[src/rtl/fpl_pkg.sv]
// Shared constants, codes and controller/datapath interface types of the flash page loader.
`default_nettype none

package fpl_pkg;

  // Page geometry: the page size must be a power of two.
  localparam int PAGE_BYTES = 32;
  localparam int PAGE_AW    = $clog2(PAGE_BYTES);
  localparam int ADDR_W     = 16;
  localparam int BYTE_W     = 8;

  // Register reset values.
  localparam logic [ADDR_W-1:0] APP_START_RESET = 16'h1f00;
  localparam logic [ADDR_W-1:0] LOWEST_RESET    = 16'h1f00;

  // Configuration register indexes.
  localparam logic CFG_APP_START = 1'b0;
  localparam logic CFG_LOWEST    = 1'b1;

  // Command modes of an input transaction.
  localparam logic [2:0] MODE_QUERY_STAGE = 3'd0;
  localparam logic [2:0] MODE_START       = 3'd1;
  localparam logic [2:0] MODE_QUERY_ADDR  = 3'd2;
  localparam logic [2:0] MODE_PUSH        = 3'd3;
  localparam logic [2:0] MODE_COMMIT      = 3'd4;

  // Reply status codes.
  localparam logic [2:0] ST_OK          = 3'd0;
  localparam logic [2:0] ST_ALREADY     = 3'd1;
  localparam logic [2:0] ST_NOT_STARTED = 3'd2;
  localparam logic [2:0] ST_EMPTY       = 3'd3;
  localparam logic [2:0] ST_FAULT       = 3'd4;
  localparam logic [2:0] ST_MISMATCH    = 3'd5;
  localparam logic [2:0] ST_NO_COMMIT   = 3'd6;

  // Result kinds.
  localparam logic KIND_REPLY = 1'b0;
  localparam logic KIND_WRITE = 1'b1;

  // Commands from the controller to the datapath.
  typedef struct packed {
    logic       capture;
    logic       start;
    logic       set_rejected;
    logic       clear_rejected;
    logic       store;
    logic       clear_loading;
    logic       flush_start;
    logic       flush_full;
    logic       flush_next;
    logic       emit_reply;
    logic       emit_byte;
    logic [2:0] reply_status;
    logic       reply_stop;
    logic       byte_last;
  } fpl_cmd_t;

  // Status from the datapath to the controller.
  typedef struct packed {
    logic loading;
    logic rejected;
    logic below;
    logic match;
    logic page_end;
    logic fill_zero;
    logic flush_done;
    logic out_free;
  } fpl_sts_t;

endpackage

`default_nettype wire

[src/rtl/flash_page_loader_top.sv]
// Flash page loader: a command decoder that loads code into flash one page at a time.
// Each input transaction is one command (query stage, start, query next address, commit) or one
// byte of a push. Push bytes collect in a 32-byte page buffer; when a byte completes a page, the
// page is sent out as 32 byte-write transactions, and commit sends out a partial page the same
// way before its reply. A command or push byte without page writes passes through capture,
// decode and, when it has one, reply; each flushed byte is read from the page buffer by a
// registered read and then loaded into the result register, and a page-completing byte that
// also ends its push is followed by its reply. Input is stalled while a transaction is in
// work; output back pressure holds the flush and the reply.
// The page buffer holds no reset value: a commit or flush must only
// cover bytes that have been pushed since reset.
`default_nettype none

module flash_page_loader_top
  import fpl_pkg::*;
(
  input  wire                clk,
  input  wire                rst_n,
  input  wire                cfg_we,
  input  wire                cfg_index,
  input  wire  [ADDR_W-1:0]  cfg_data,
  input  wire                in_valid,
  output logic               in_stall,
  input  wire  [2:0]         in_mode,
  input  wire  [ADDR_W-1:0]  in_claimed_address,
  input  wire  [BYTE_W-1:0]  in_data_byte,
  input  wire                in_first_of_push,
  input  wire                in_last_of_push,
  input  wire                in_has_byte,
  output logic               out_valid,
  input  wire                out_stall,
  output logic               out_kind,
  output logic [2:0]         out_status,
  output logic               out_stage,
  output logic [ADDR_W-1:0]  out_address_out,
  output logic [BYTE_W-1:0]  out_write_byte,
  output logic               out_stop_app,
  output logic               out_last
);

  fpl_cmd_t cmd;
  fpl_sts_t sts;

  // Command decoder and flush sequencer.
  fpl_ctrl u_ctrl (
    .clk              (clk),
    .rst_n            (rst_n),
    .in_valid         (in_valid),
    .in_stall         (in_stall),
    .in_mode          (in_mode),
    .in_first_of_push (in_first_of_push),
    .in_last_of_push  (in_last_of_push),
    .in_has_byte      (in_has_byte),
    .sts              (sts),
    .cmd              (cmd)
  );

  // Address, buffer and result registers.
  fpl_dp u_dp (
    .clk                (clk),
    .rst_n              (rst_n),
    .cfg_we             (cfg_we),
    .cfg_index          (cfg_index),
    .cfg_data           (cfg_data),
    .in_claimed_address (in_claimed_address),
    .in_data_byte       (in_data_byte),
    .cmd                (cmd),
    .sts                (sts),
    .out_valid          (out_valid),
    .out_stall          (out_stall),
    .out_kind           (out_kind),
    .out_status         (out_status),
    .out_stage          (out_stage),
    .out_address_out    (out_address_out),
    .out_write_byte     (out_write_byte),
    .out_stop_app       (out_stop_app),
    .out_last           (out_last)
  );

endmodule

`default_nettype wire

[src/rtl/fpl_ram.sv]
// Generic single-write, single-read RAM with registered read data.
`default_nettype none

module fpl_ram #(
  parameter int WIDTH = 8,
  parameter int DEPTH = 32
) (
  input  wire                       clk,
  input  wire                       we,
  input  wire  [$clog2(DEPTH)-1:0]  waddr,
  input  wire  [WIDTH-1:0]          wdata,
  input  wire  [$clog2(DEPTH)-1:0]  raddr,
  output logic [WIDTH-1:0]          rdata
);

  logic [WIDTH-1:0] mem [DEPTH];

  // Write port and registered read port.
  always_ff @(posedge clk) begin
    if (we) begin
      mem[waddr] <= wdata;
    end
    rdata <= mem[raddr];
  end

endmodule

`default_nettype wire

[src/rtl/fpl_ctrl.sv]
// Controller state machine of the flash page loader: decodes commands and sequences flushes.
`default_nettype none

module fpl_ctrl
  import fpl_pkg::*;
(
  input  wire        clk,
  input  wire        rst_n,
  input  wire        in_valid,
  output logic       in_stall,
  input  wire  [2:0] in_mode,
  input  wire        in_first_of_push,
  input  wire        in_last_of_push,
  input  wire        in_has_byte,
  input  fpl_sts_t   sts,
  output fpl_cmd_t   cmd
);

  typedef enum logic [2:0] {
    S_IDLE,
    S_DECIDE,
    S_FLUSH_RD,
    S_FLUSH_WR,
    S_REPLY
  } state_t;

  state_t     state_r, state_nxt;
  logic [2:0] mode_r, mode_nxt;
  logic       first_r, first_nxt;
  logic       lastp_r, lastp_nxt;
  logic       has_r, has_nxt;
  logic [2:0] status_r, status_nxt;
  logic       stop_r, stop_nxt;
  logic       flush_final_r, flush_final_nxt;
  logic       reply_after_r, reply_after_nxt;
  logic [2:0] push_status;

  // Checks on the first item of a push, in priority order.
  always_comb begin
    if (!sts.loading) begin
      push_status = ST_NOT_STARTED;
    end else if (!has_r) begin
      push_status = ST_EMPTY;
    end else if (sts.below) begin
      push_status = ST_FAULT;
    end else if (!sts.match) begin
      push_status = ST_MISMATCH;
    end else begin
      push_status = ST_OK;
    end
  end

  assign in_stall = (state_r != S_IDLE);

  // Next state and command decode.
  always_comb begin
    state_nxt       = state_r;
    mode_nxt        = mode_r;
    first_nxt       = first_r;
    lastp_nxt       = lastp_r;
    has_nxt         = has_r;
    status_nxt      = status_r;
    stop_nxt        = stop_r;
    flush_final_nxt = flush_final_r;
    reply_after_nxt = reply_after_r;
    cmd             = '0;
    cmd.reply_status = status_r;
    cmd.reply_stop   = stop_r;

    case (state_r)
      S_IDLE: begin
        if (in_valid) begin
          cmd.capture = 1'b1;
          mode_nxt    = in_mode;
          first_nxt   = in_first_of_push;
          lastp_nxt   = in_last_of_push;
          has_nxt     = in_has_byte;
          state_nxt   = S_DECIDE;
        end
      end

      S_DECIDE: begin
        status_nxt = ST_OK;
        stop_nxt   = 1'b0;
        case (mode_r)
          MODE_QUERY_STAGE, MODE_QUERY_ADDR: begin
            state_nxt = S_REPLY;
          end
          MODE_START: begin
            if (sts.loading) begin
              status_nxt = ST_ALREADY;
            end else begin
              cmd.start = 1'b1;
              stop_nxt  = 1'b1;
            end
            state_nxt = S_REPLY;
          end
          MODE_PUSH: begin
            if (first_r && push_status != ST_OK) begin
              // Refused push: answer now and ignore the rest of it.
              cmd.set_rejected = 1'b1;
              status_nxt       = push_status;
              state_nxt        = S_REPLY;
            end else if (!first_r && (sts.rejected || !sts.loading)) begin
              state_nxt = S_IDLE;
            end else begin
              cmd.clear_rejected = first_r;
              cmd.store          = has_r;
              if (has_r && sts.page_end) begin
                // This byte completes a page: write the whole page out.
                cmd.flush_start = 1'b1;
                cmd.flush_full  = 1'b1;
                flush_final_nxt = !lastp_r;
                reply_after_nxt = lastp_r;
                state_nxt       = S_FLUSH_RD;
              end else if (lastp_r) begin
                state_nxt = S_REPLY;
              end else begin
                state_nxt = S_IDLE;
              end
            end
          end
          MODE_COMMIT: begin
            if (!sts.loading) begin
              status_nxt = ST_NO_COMMIT;
              state_nxt  = S_REPLY;
            end else if (sts.below) begin
              status_nxt = ST_FAULT;
              state_nxt  = S_REPLY;
            end else begin
              cmd.clear_loading = 1'b1;
              if (sts.fill_zero) begin
                state_nxt = S_REPLY;
              end else begin
                // Partial page: write out the buffered bytes first.
                cmd.flush_start = 1'b1;
                flush_final_nxt = 1'b0;
                reply_after_nxt = 1'b1;
                state_nxt       = S_FLUSH_RD;
              end
            end
          end
          default: begin
            state_nxt = S_IDLE;
          end
        endcase
      end

      S_FLUSH_RD: begin
        state_nxt = S_FLUSH_WR;
      end

      S_FLUSH_WR: begin
        if (sts.out_free) begin
          cmd.emit_byte = 1'b1;
          cmd.byte_last = flush_final_r && sts.flush_done;
          if (sts.flush_done) begin
            state_nxt = reply_after_r ? S_REPLY : S_IDLE;
          end else begin
            cmd.flush_next = 1'b1;
            state_nxt      = S_FLUSH_RD;
          end
        end
      end

      S_REPLY: begin
        if (sts.out_free) begin
          cmd.emit_reply = 1'b1;
          state_nxt      = S_IDLE;
        end
      end

      default: begin
        state_nxt = S_IDLE;
      end
    endcase
  end

  // State and registered controls.
  always_ff @(posedge clk) begin
    if (!rst_n) begin
      state_r <= S_IDLE;
    end else begin
      state_r <= state_nxt;
    end
    mode_r        <= mode_nxt;
    first_r       <= first_nxt;
    lastp_r       <= lastp_nxt;
    has_r         <= has_nxt;
    status_r      <= status_nxt;
    stop_r        <= stop_nxt;
    flush_final_r <= flush_final_nxt;
    reply_after_r <= reply_after_nxt;
  end

endmodule

`default_nettype wire

[src/rtl/fpl_dp.sv]
// Datapath of the flash page loader: registers, page buffer, flush counter and result register.
`default_nettype none

module fpl_dp
  import fpl_pkg::*;
(
  input  wire                clk,
  input  wire                rst_n,
  input  wire                cfg_we,
  input  wire                cfg_index,
  input  wire  [ADDR_W-1:0]  cfg_data,
  input  wire  [ADDR_W-1:0]  in_claimed_address,
  input  wire  [BYTE_W-1:0]  in_data_byte,
  input  fpl_cmd_t           cmd,
  output fpl_sts_t           sts,
  output logic               out_valid,
  input  wire                out_stall,
  output logic               out_kind,
  output logic [2:0]         out_status,
  output logic               out_stage,
  output logic [ADDR_W-1:0]  out_address_out,
  output logic [BYTE_W-1:0]  out_write_byte,
  output logic               out_stop_app,
  output logic               out_last
);

  logic [ADDR_W-1:0]         app_start_r, lowest_r;
  logic                      loading_r, rejected_r;
  logic [ADDR_W-1:0]         wa_r;
  logic [ADDR_W-1:0]         claimed_r;
  logic [BYTE_W-1:0]         data_r;
  logic [ADDR_W-PAGE_AW-1:0] page_r;
  logic [PAGE_AW-1:0]        idx_r, last_idx_r;
  logic [BYTE_W-1:0]         rd_byte;

  logic                      out_valid_r, out_kind_r, out_stage_r, out_stop_r, out_last_r;
  logic [2:0]                out_status_r;
  logic [ADDR_W-1:0]         out_addr_r;
  logic [BYTE_W-1:0]         out_byte_r;

  // Page buffer, indexed by the low bits of the write address.
  fpl_ram #(
    .WIDTH (BYTE_W),
    .DEPTH (PAGE_BYTES)
  ) u_page_buf (
    .clk   (clk),
    .we    (cmd.store),
    .waddr (wa_r[PAGE_AW-1:0]),
    .wdata (data_r),
    .raddr (idx_r),
    .rdata (rd_byte)
  );

  // Status towards the controller.
  always_comb begin
    sts.loading    = loading_r;
    sts.rejected   = rejected_r;
    sts.below      = (wa_r < lowest_r);
    sts.match      = (claimed_r == wa_r);
    sts.page_end   = (wa_r[PAGE_AW-1:0] == PAGE_AW'(PAGE_BYTES - 1));
    sts.fill_zero  = (wa_r[PAGE_AW-1:0] == '0);
    sts.flush_done = (idx_r == last_idx_r);
    sts.out_free   = !out_valid_r || !out_stall;
  end

  // Configuration registers and loader control state.
  always_ff @(posedge clk) begin
    if (!rst_n) begin
      app_start_r <= APP_START_RESET;
      lowest_r    <= LOWEST_RESET;
      loading_r   <= 1'b0;
      rejected_r  <= 1'b0;
      wa_r        <= '0;
    end else begin
      if (cfg_we && cfg_index == CFG_APP_START) begin
        app_start_r <= cfg_data;
      end
      if (cfg_we && cfg_index == CFG_LOWEST) begin
        lowest_r <= cfg_data;
      end
      if (cmd.start) begin
        loading_r <= 1'b1;
        wa_r      <= app_start_r;
      end else if (cmd.store) begin
        wa_r <= wa_r + ADDR_W'(1);
      end
      if (cmd.clear_loading) begin
        loading_r <= 1'b0;
      end
      if (cmd.set_rejected) begin
        rejected_r <= 1'b1;
      end else if (cmd.clear_rejected) begin
        rejected_r <= 1'b0;
      end
    end
  end

  // Transaction payload capture and flush counter.
  always_ff @(posedge clk) begin
    if (cmd.capture) begin
      claimed_r <= in_claimed_address;
      data_r    <= in_data_byte;
    end
    if (cmd.flush_start) begin
      page_r     <= wa_r[ADDR_W-1:PAGE_AW];
      idx_r      <= '0;
      last_idx_r <= cmd.flush_full ? PAGE_AW'(PAGE_BYTES - 1)
                                   : wa_r[PAGE_AW-1:0] - PAGE_AW'(1);
    end else if (cmd.flush_next) begin
      idx_r <= idx_r + PAGE_AW'(1);
    end
  end

  // Result register: holds a transaction until the receiver takes it.
  always_ff @(posedge clk) begin
    if (!rst_n) begin
      out_valid_r <= 1'b0;
    end else if (cmd.emit_reply || cmd.emit_byte) begin
      out_valid_r <= 1'b1;
    end else if (!out_stall) begin
      out_valid_r <= 1'b0;
    end
    if (cmd.emit_reply) begin
      out_kind_r   <= KIND_REPLY;
      out_status_r <= cmd.reply_status;
      out_stage_r  <= loading_r;
      out_addr_r   <= wa_r;
      out_byte_r   <= '0;
      out_stop_r   <= cmd.reply_stop;
      out_last_r   <= 1'b1;
    end else if (cmd.emit_byte) begin
      out_kind_r   <= KIND_WRITE;
      out_status_r <= ST_OK;
      out_stage_r  <= 1'b0;
      out_addr_r   <= {page_r, idx_r};
      out_byte_r   <= rd_byte;
      out_stop_r   <= 1'b0;
      out_last_r   <= cmd.byte_last;
    end
  end

  assign out_valid       = out_valid_r;
  assign out_kind        = out_kind_r;
  assign out_status      = out_status_r;
  assign out_stage       = out_stage_r;
  assign out_address_out = out_addr_r;
  assign out_write_byte  = out_byte_r;
  assign out_stop_app    = out_stop_r;
  assign out_last        = out_last_r;

endmodule

`default_nettype wire
[config.mk]
export PLATFORM = sky130hd
export DESIGN_NAME = flash_page_loader_top
export DESIGN_NICKNAME = d
export VERILOG_FILES = /design/src/rtl/fpl_pkg.sv /design/src/rtl/flash_page_loader_top.sv /design/src/rtl/fpl_ram.sv /design/src/rtl/fpl_ctrl.sv /design/src/rtl/fpl_dp.sv
export SDC_FILE = /design/constraint.sdc
export NUM_CORES = 1
export LEC_CHECK = 0
export BUFFER_PORTS_ARGS = -buffer_cell sky130_fd_sc_hd__buf_4
export CELL_PAD_IN_SITES_DETAIL_PLACEMENT = 1
export CELL_PAD_IN_SITES_GLOBAL_PLACEMENT = 1
export CORE_ASPECT_RATIO = 1.1
export CORE_MARGIN = 10
export CORE_UTILIZATION = 52
export CTS_CLUSTER_SIZE = 24
export DETAILED_ROUTE_END_ITERATION = 10
export GPL_TIMING_DRIVEN = 0
export PLACE_DENSITY_LB_ADDON = 0.1
export SKIP_LAST_GASP = 1
export SLEW_MARGIN = 20
export SYNTH_ARGS = -nofsm -noshare
export SYNTH_HDL_FRONTEND = slang
export SYNTH_SLANG_ARGS = --single-unit
[constraint.sdc]
create_clock -name clk -period 3.49 [get_ports clk]
set_input_delay 0 -clock clk [delete_from_list [all_inputs] [get_ports clk]]
set_output_delay 0 -clock clk [all_outputs]
set_load 0.005 [all_outputs]
# After elaboration in Yosys (flattened, before gate mapping)
# Memories as Yosys holds them, arrays and structs flattened. A register that Yosys moved wholly into a read port is not among the register bits.
# Index checks and enable logic that the tools add are counted.
op_classes:
  order_cmp: 1
  n_reduce_logical: 28
  muxes: 78
  addsub: 3
  n_eq_ne: 21
  n_bitwise: 2
ops:
  columns: ["cell", "n"]
  rows:
  - ["3-bit 2-to-1 mux", 22]
  - ["16-bit 2-to-1 mux", 4]
  - ["1-bit 2-to-1 mux", 38]
  - ["3-bit case mux with 3 select lines", 2]
  - ["16-bit by 1-bit adder with 16-bit output, second input constant", 1]
  - ["16-bit equality test", 1]
  - ["16-bit less-than comparator", 1]
  - ["3-bit case mux with 5 select lines", 1]
  - ["2-bit 2-to-1 mux", 7]
  - ["2-bit != test, second input constant", 7]
  - ["3-bit by 2-bit equality test with 1-bit output, second input constant", 4]
  - ["8-bit AND reduction", 1]
  - ["2-bit nonzero test", 4]
  - ["7-bit 2-to-1 mux", 1]
  - ["3-bit by 1-bit equality test with 1-bit output, second input constant", 2]
  - ["3-bit equality test, second input constant", 2]
  - ["1-bit logical AND", 6]
  - ["3-bit logical NOT", 2]
  - ["2-bit by 1-bit != test with 1-bit output, second input constant", 3]
  - ["1-bit case mux with 2 select lines", 3]
  - ["3-bit nonzero test", 2]
  - ["5-bit by 1-bit adder with 5-bit output, second input constant", 1]
  - ["5-bit equality test", 1]
  - ["5-bit equality test, second input constant", 1]
  - ["other kinds (9)", 16]
word_totals:
  inputBits: 52
  mem_bits_rw: 256
  mem_count: 1
  output_inout_bits: 33
  regBits: 142
memory_table:
  columns: ["memory", "depth", "word_bits", "rd", "rd_clocked_by_memory_dff", "wr", "line_no", "rtl"]
  rows:
  - ["u_dp.u_page_buf.mem", 32, 8, 1, 1, 1, "fpl_ram.sv:16", "logic [WIDTH-1:0] mem [DEPTH];"]

# Logic depth before layout (Yosys ltp)
logic_depth:
  ltp_word: 12
  ltp_mapped: 10

# Hierarchy
# From an unflattened synthesis, not the netlist that was laid out.
unflattened:
  cells_unflattened: 1003
  area_unflattened_um2: 16472.0
modules_own_cells:
  columns: ["mod", "n_inst", "seq_area_each_um2", "area_per_inst_um2", "cells_each"]
  rows:
  - ["fpl_ram", 1, 7847.5, 10053.4, 417]
  - ["fpl_dp", 1, 3153.0, 5490.3, 496]
  - ["fpl_ctrl", 1, 420.4, 928.4, 90]

# Worst setup path after synthesis
# No wires, ideal clock.
synth_path:
  path_type: "register to register"
  start: "register u_dp.lowest_r[14]"
  end: "register u_dp.last_idx_r[0] (enable)"
  stages_incl_launch_ff: 9
  setup_time_ns: 0.384
  path_slack_ns: 0.558
  arrival_time_ns: 2.548
  path_cell_list: "dfxtp_1 -> inv_1 -> ha_1 -> nand4_1 -> nor4_1 -> a311o_1 -> o2111ai_4 -> a211o_2 -> a21oi_2"
synth_lines:
  columns: ["item", "line_no", "rtl"]
  rows:
  - ["from (decl)", "fpl_dp.sv:27", "logic [ADDR_W-1:0] app_start_r, lowest_r;"]
  - ["from (signal assigned)", "fpl_dp.sv:79", "lowest_r <= cfg_data;"]
  - ["to (signal assigned)", "fpl_dp.sv:107", "last_idx_r <= cmd.flush_full ? PAGE_AW'(PAGE_BYTES - 1)"]
  - ["to (decl)", "fpl_dp.sv:33", "logic [PAGE_AW-1:0] idx_r, last_idx_r;"]

==> summary.md <==
| Metric | Value |
|---|---|
| RSZ-0062 raised after global routing | `yes` |
| Post-Syn Instances | `1082` |
| Fmax | `0.297 GHz` |
| Post-synthesis sequential area ratio | `68.5%` |
| Clk slew on worst S/H paths | `60 ps` |
| Number of synthesized flops with an enable pin | `329` |
| Crit path required time | `3910 ps` |
| Row cnt | `68` |
| Post-DRT Antenna Nets | `0` |
| Port Buffers | `83` |
| # setup viols final | `0` |
| Syn Area/Cell | `15.4 µm²` |
| Most frequent cells in the layout | `edfxtp_1, nand2_1, buf_4` |
| Skew-Pair Late Insertion Delay | `550 ps` |
| PD cells | `513 nW/µm²` |
| Maximum root-to-sink buffer count | `3` |
| Post-Route WL | `43700 µm` |
| Layout Utilization | `63.4%` |
| Mapped Nets | `1155` |
| H-tree depth | `2` |
| Final hold violations | `0` |
| Worst Skew | `15.4 ps` |
| Routed wire length per instance | `25.3 µm` |
| Share of layout cells above drive strength 1 | `24.0%` |
| Measured slew at the worst slew-check pin | `1010 ps` |
| Met2 usage | `39.8%` |
| Design Power | `10.2 mW` |
| Setup_tns | `0 ps` |
| Die width | `191 µm` |
| Drt drc | `0` |
| First-pass GRT wire length | `66800 µm` |
| Crit path launch type | `flop` |
| Period minus WS final | `3370 ps` |
| CTS Root Cell | `clkbuf_16` |
| Mapped Area | `16700 µm²` |
| Netlist cell types | `67` |
| Sinks on Clock Net | `406` |
| Max Slew Vio Count | `0` |
| Yosys warning count | `0` |
| Register bit total from synthesis | `406` |
| Via density | `5.79` |
| Core area | `31500 µm²` |
| M3 GR Usage | `2.84%` |
| Top FF cell, synth | `edfxtp_1` |
| Final #Nets | `1346` |
| Num CTS Buffers | `41` |
| Leading cell type in the layout, fill and taps excluded | `edfxtp_1` |
| Post-Place Worst Slack | `-482 ps` |
| Most Crowded Layer GR | `met2` |
| Grt ovf | `0` |
| Max Cap Viol | `0` |
| Async set-reset flop share out of synthesis | `0%` |
| Peak VDD IR | `0.000380 V` |
| Die area | `39600 µm²` |
| Vias in the first global route | `10800` |
| Antenna diodes | `0` |
| Max-slew headroom | `32.7%` |
| Crit. End Element | `flop` |
| Initial antenna violation count | `0` |
| Initial Util | `52.9%` |
| Post-CTS Setup Inserts | `0` |
| 1st-iter DRT viols | `706` |
| Die Ht | `208 µm` |
| GRT Total Usage | `22.2%` |
| Critical Path Fanout Max | `10` |
| Period utilization | `96.5%` |
| Run status | `finished clean` |
| Area of the multi-input gates | `4880 µm²` |
| Final GP Congestion | `0.837` |
| Post-detail-place hpwl | `29500 µm` |
| Setup CP Type | `flop to flop` |
| Met1 GRT Util | `26.9%` |
| Largest net degree at the start of global routing | `33` |
| Hold crit path type | `input port to flop` |
| TritonCTS clock tree | `built` |
| Total iterations of the first detailed-routing run | `5` |
| LEAKAGE | `6.86 nW` |
| Critical Path AT | `3790 ps` |
| Fillers | `2914` |
| Top Ports | `85` |
| Final WS setup | `122 ps` |
| Vias | `9995` |
| FF+latch area | `11400 µm²` |
| P&R area growth vs syn | `19.8%` |
[critical path, stage by stage (launching register included)]
cell	delay [ps]
dfxtp_1	340
clkbuf_1	320
buf_1	620
clkbuf_1	630
mux4_2	460
mux4_2	560
mux2_2	320
[metrics by stage]
step,hold WS (ps),instances,instance area [µm²]
after floorplan,98.9,1082,16700
after global placement,178,1585,17800
after detailed placement,179,1586,17900
after CTS,153,1716,19800
after global routing,174,1725,20000
final,181,1725,20000
[synth_stat cells, drive strengths merged (7+ instances only)]
| library cell | number | area, µm² |
|---|---|---|
| a21boi | 9 | 67.6 |
| a21oi | 49 | 253 |
| a22oi | 8 | 60.1 |
| and3 | 40 | 251 |
| buf | 14 | 86.3 |
| clkbuf | 54 | 265 |
| dfxtp | 77 | 1540 |
| edfxtp | 329 | 9880 |
| ha | 21 | 263 |
| inv | 25 | 93.8 |
| mux2 | 8 | 90.1 |
| mux4 | 80 | 1800 |
| nand2 | 162 | 608 |
| nand3 | 18 | 90.1 |
| nand4 | 7 | 43.8 |
| nor2 | 28 | 105 |
| nor3 | 10 | 50.1 |
| nor4 | 7 | 68.8 |
| o21a | 9 | 67.6 |
| o21ai | 30 | 150 |
| or3 | 8 | 50.1 |
| xnor2 | 9 | 78.8 |
| xor2 | 21 | 184 |
[report_power, final]
group / total [mW] / internal, mW / switching (mW)
Clock: 4.47 / 2.65 / 1.82
Combinational: 0.407 / 0.182 / 0.225
Sequential: 5.35 / 5.29 / 0.0602
Total: 10.2 / 8.12 / 2.11
[layer usage]
layer  part of all wire [%]  up-vias
li1                       -     4505
met5                      0        -
met3                    4.0       63
met1                     39     5166
met4                    2.9        0
met2                     54      261
[repair_timing]
item | 4_1_cts | 5_1_grt
pin swaps | 0 | 1
cloned | 0 | 1
resized for setup | 33 | 7
endpoints found under the hold margin | 75 | 0
setup endpoints to repair | 256 | 259
hold buffers | 55 | 0
[cells by family (layout without fill, tap and decap cells)]
family	after synthesis	count (layout)	synth area share [%]
AOI/OAI and AO/OA	134	135	5.29
muxes	90	90	11.5
buffers and inverters	94	316	2.70
DFF	406	406	68.5
and+or+nand+nor	307	307	8.85
adders and majority gates	21	21	1.58
xor gates and xnor gates	30	30	1.58
[final timing paths]
kind / start / end / slack (ps) / depth (start not counted)
max: u_dp.idx_r[1]$_SDFFE_PP0P_ / u_dp.u_page_buf.rdata[0]$_DFF_P_ / 120 / 6
min: in_claimed_address[7] / u_dp.claimed_r[7]$_DFFE_PP_ / 180 / 2
max reg2reg: u_dp.idx_r[1]$_SDFFE_PP0P_ / u_dp.u_page_buf.rdata[0]$_DFF_P_ / 120 / 6
min reg2reg: u_dp.u_page_buf.rdata[5]$_DFF_P_ / u_dp.out_write_byte[5]$_SDFFE_PP0P_ / 440 / 2
[state kept, by name, indices dropped and copies added, names as in the netlist, 3 cells and up]
signal and cells:
u_ctrl.state_r 3, u_dp.out_address_out 16, u_ctrl.mode_r 3, u_ctrl.status_r 3
u_dp.app_start_r 16, u_dp.idx_r 5, u_dp.data_r 8, u_dp.lowest_r 16
u_dp.page_r 11, u_dp.wa_r 16, u_dp.u_page_buf.rdata 8, u_dp.out_status 3
u_dp.claimed_r 16, u_dp.out_write_byte 8, u_dp.last_idx_r 5, u_dp.u_page_buf.mem 256
[cell type report]
cell class	count	share of cell area [%]
Inverter	26	0.489
Clock inverter	21	1.18
Buffer	68	1.79
Multi-Input combinational cell	583	24.4
Tap cell	420	2.63
Clock buffer	54	5.65
Timing Repair Buffer	147	6.62
Sequential cell	406	57.2
Power figures use the tool's default switching activity.
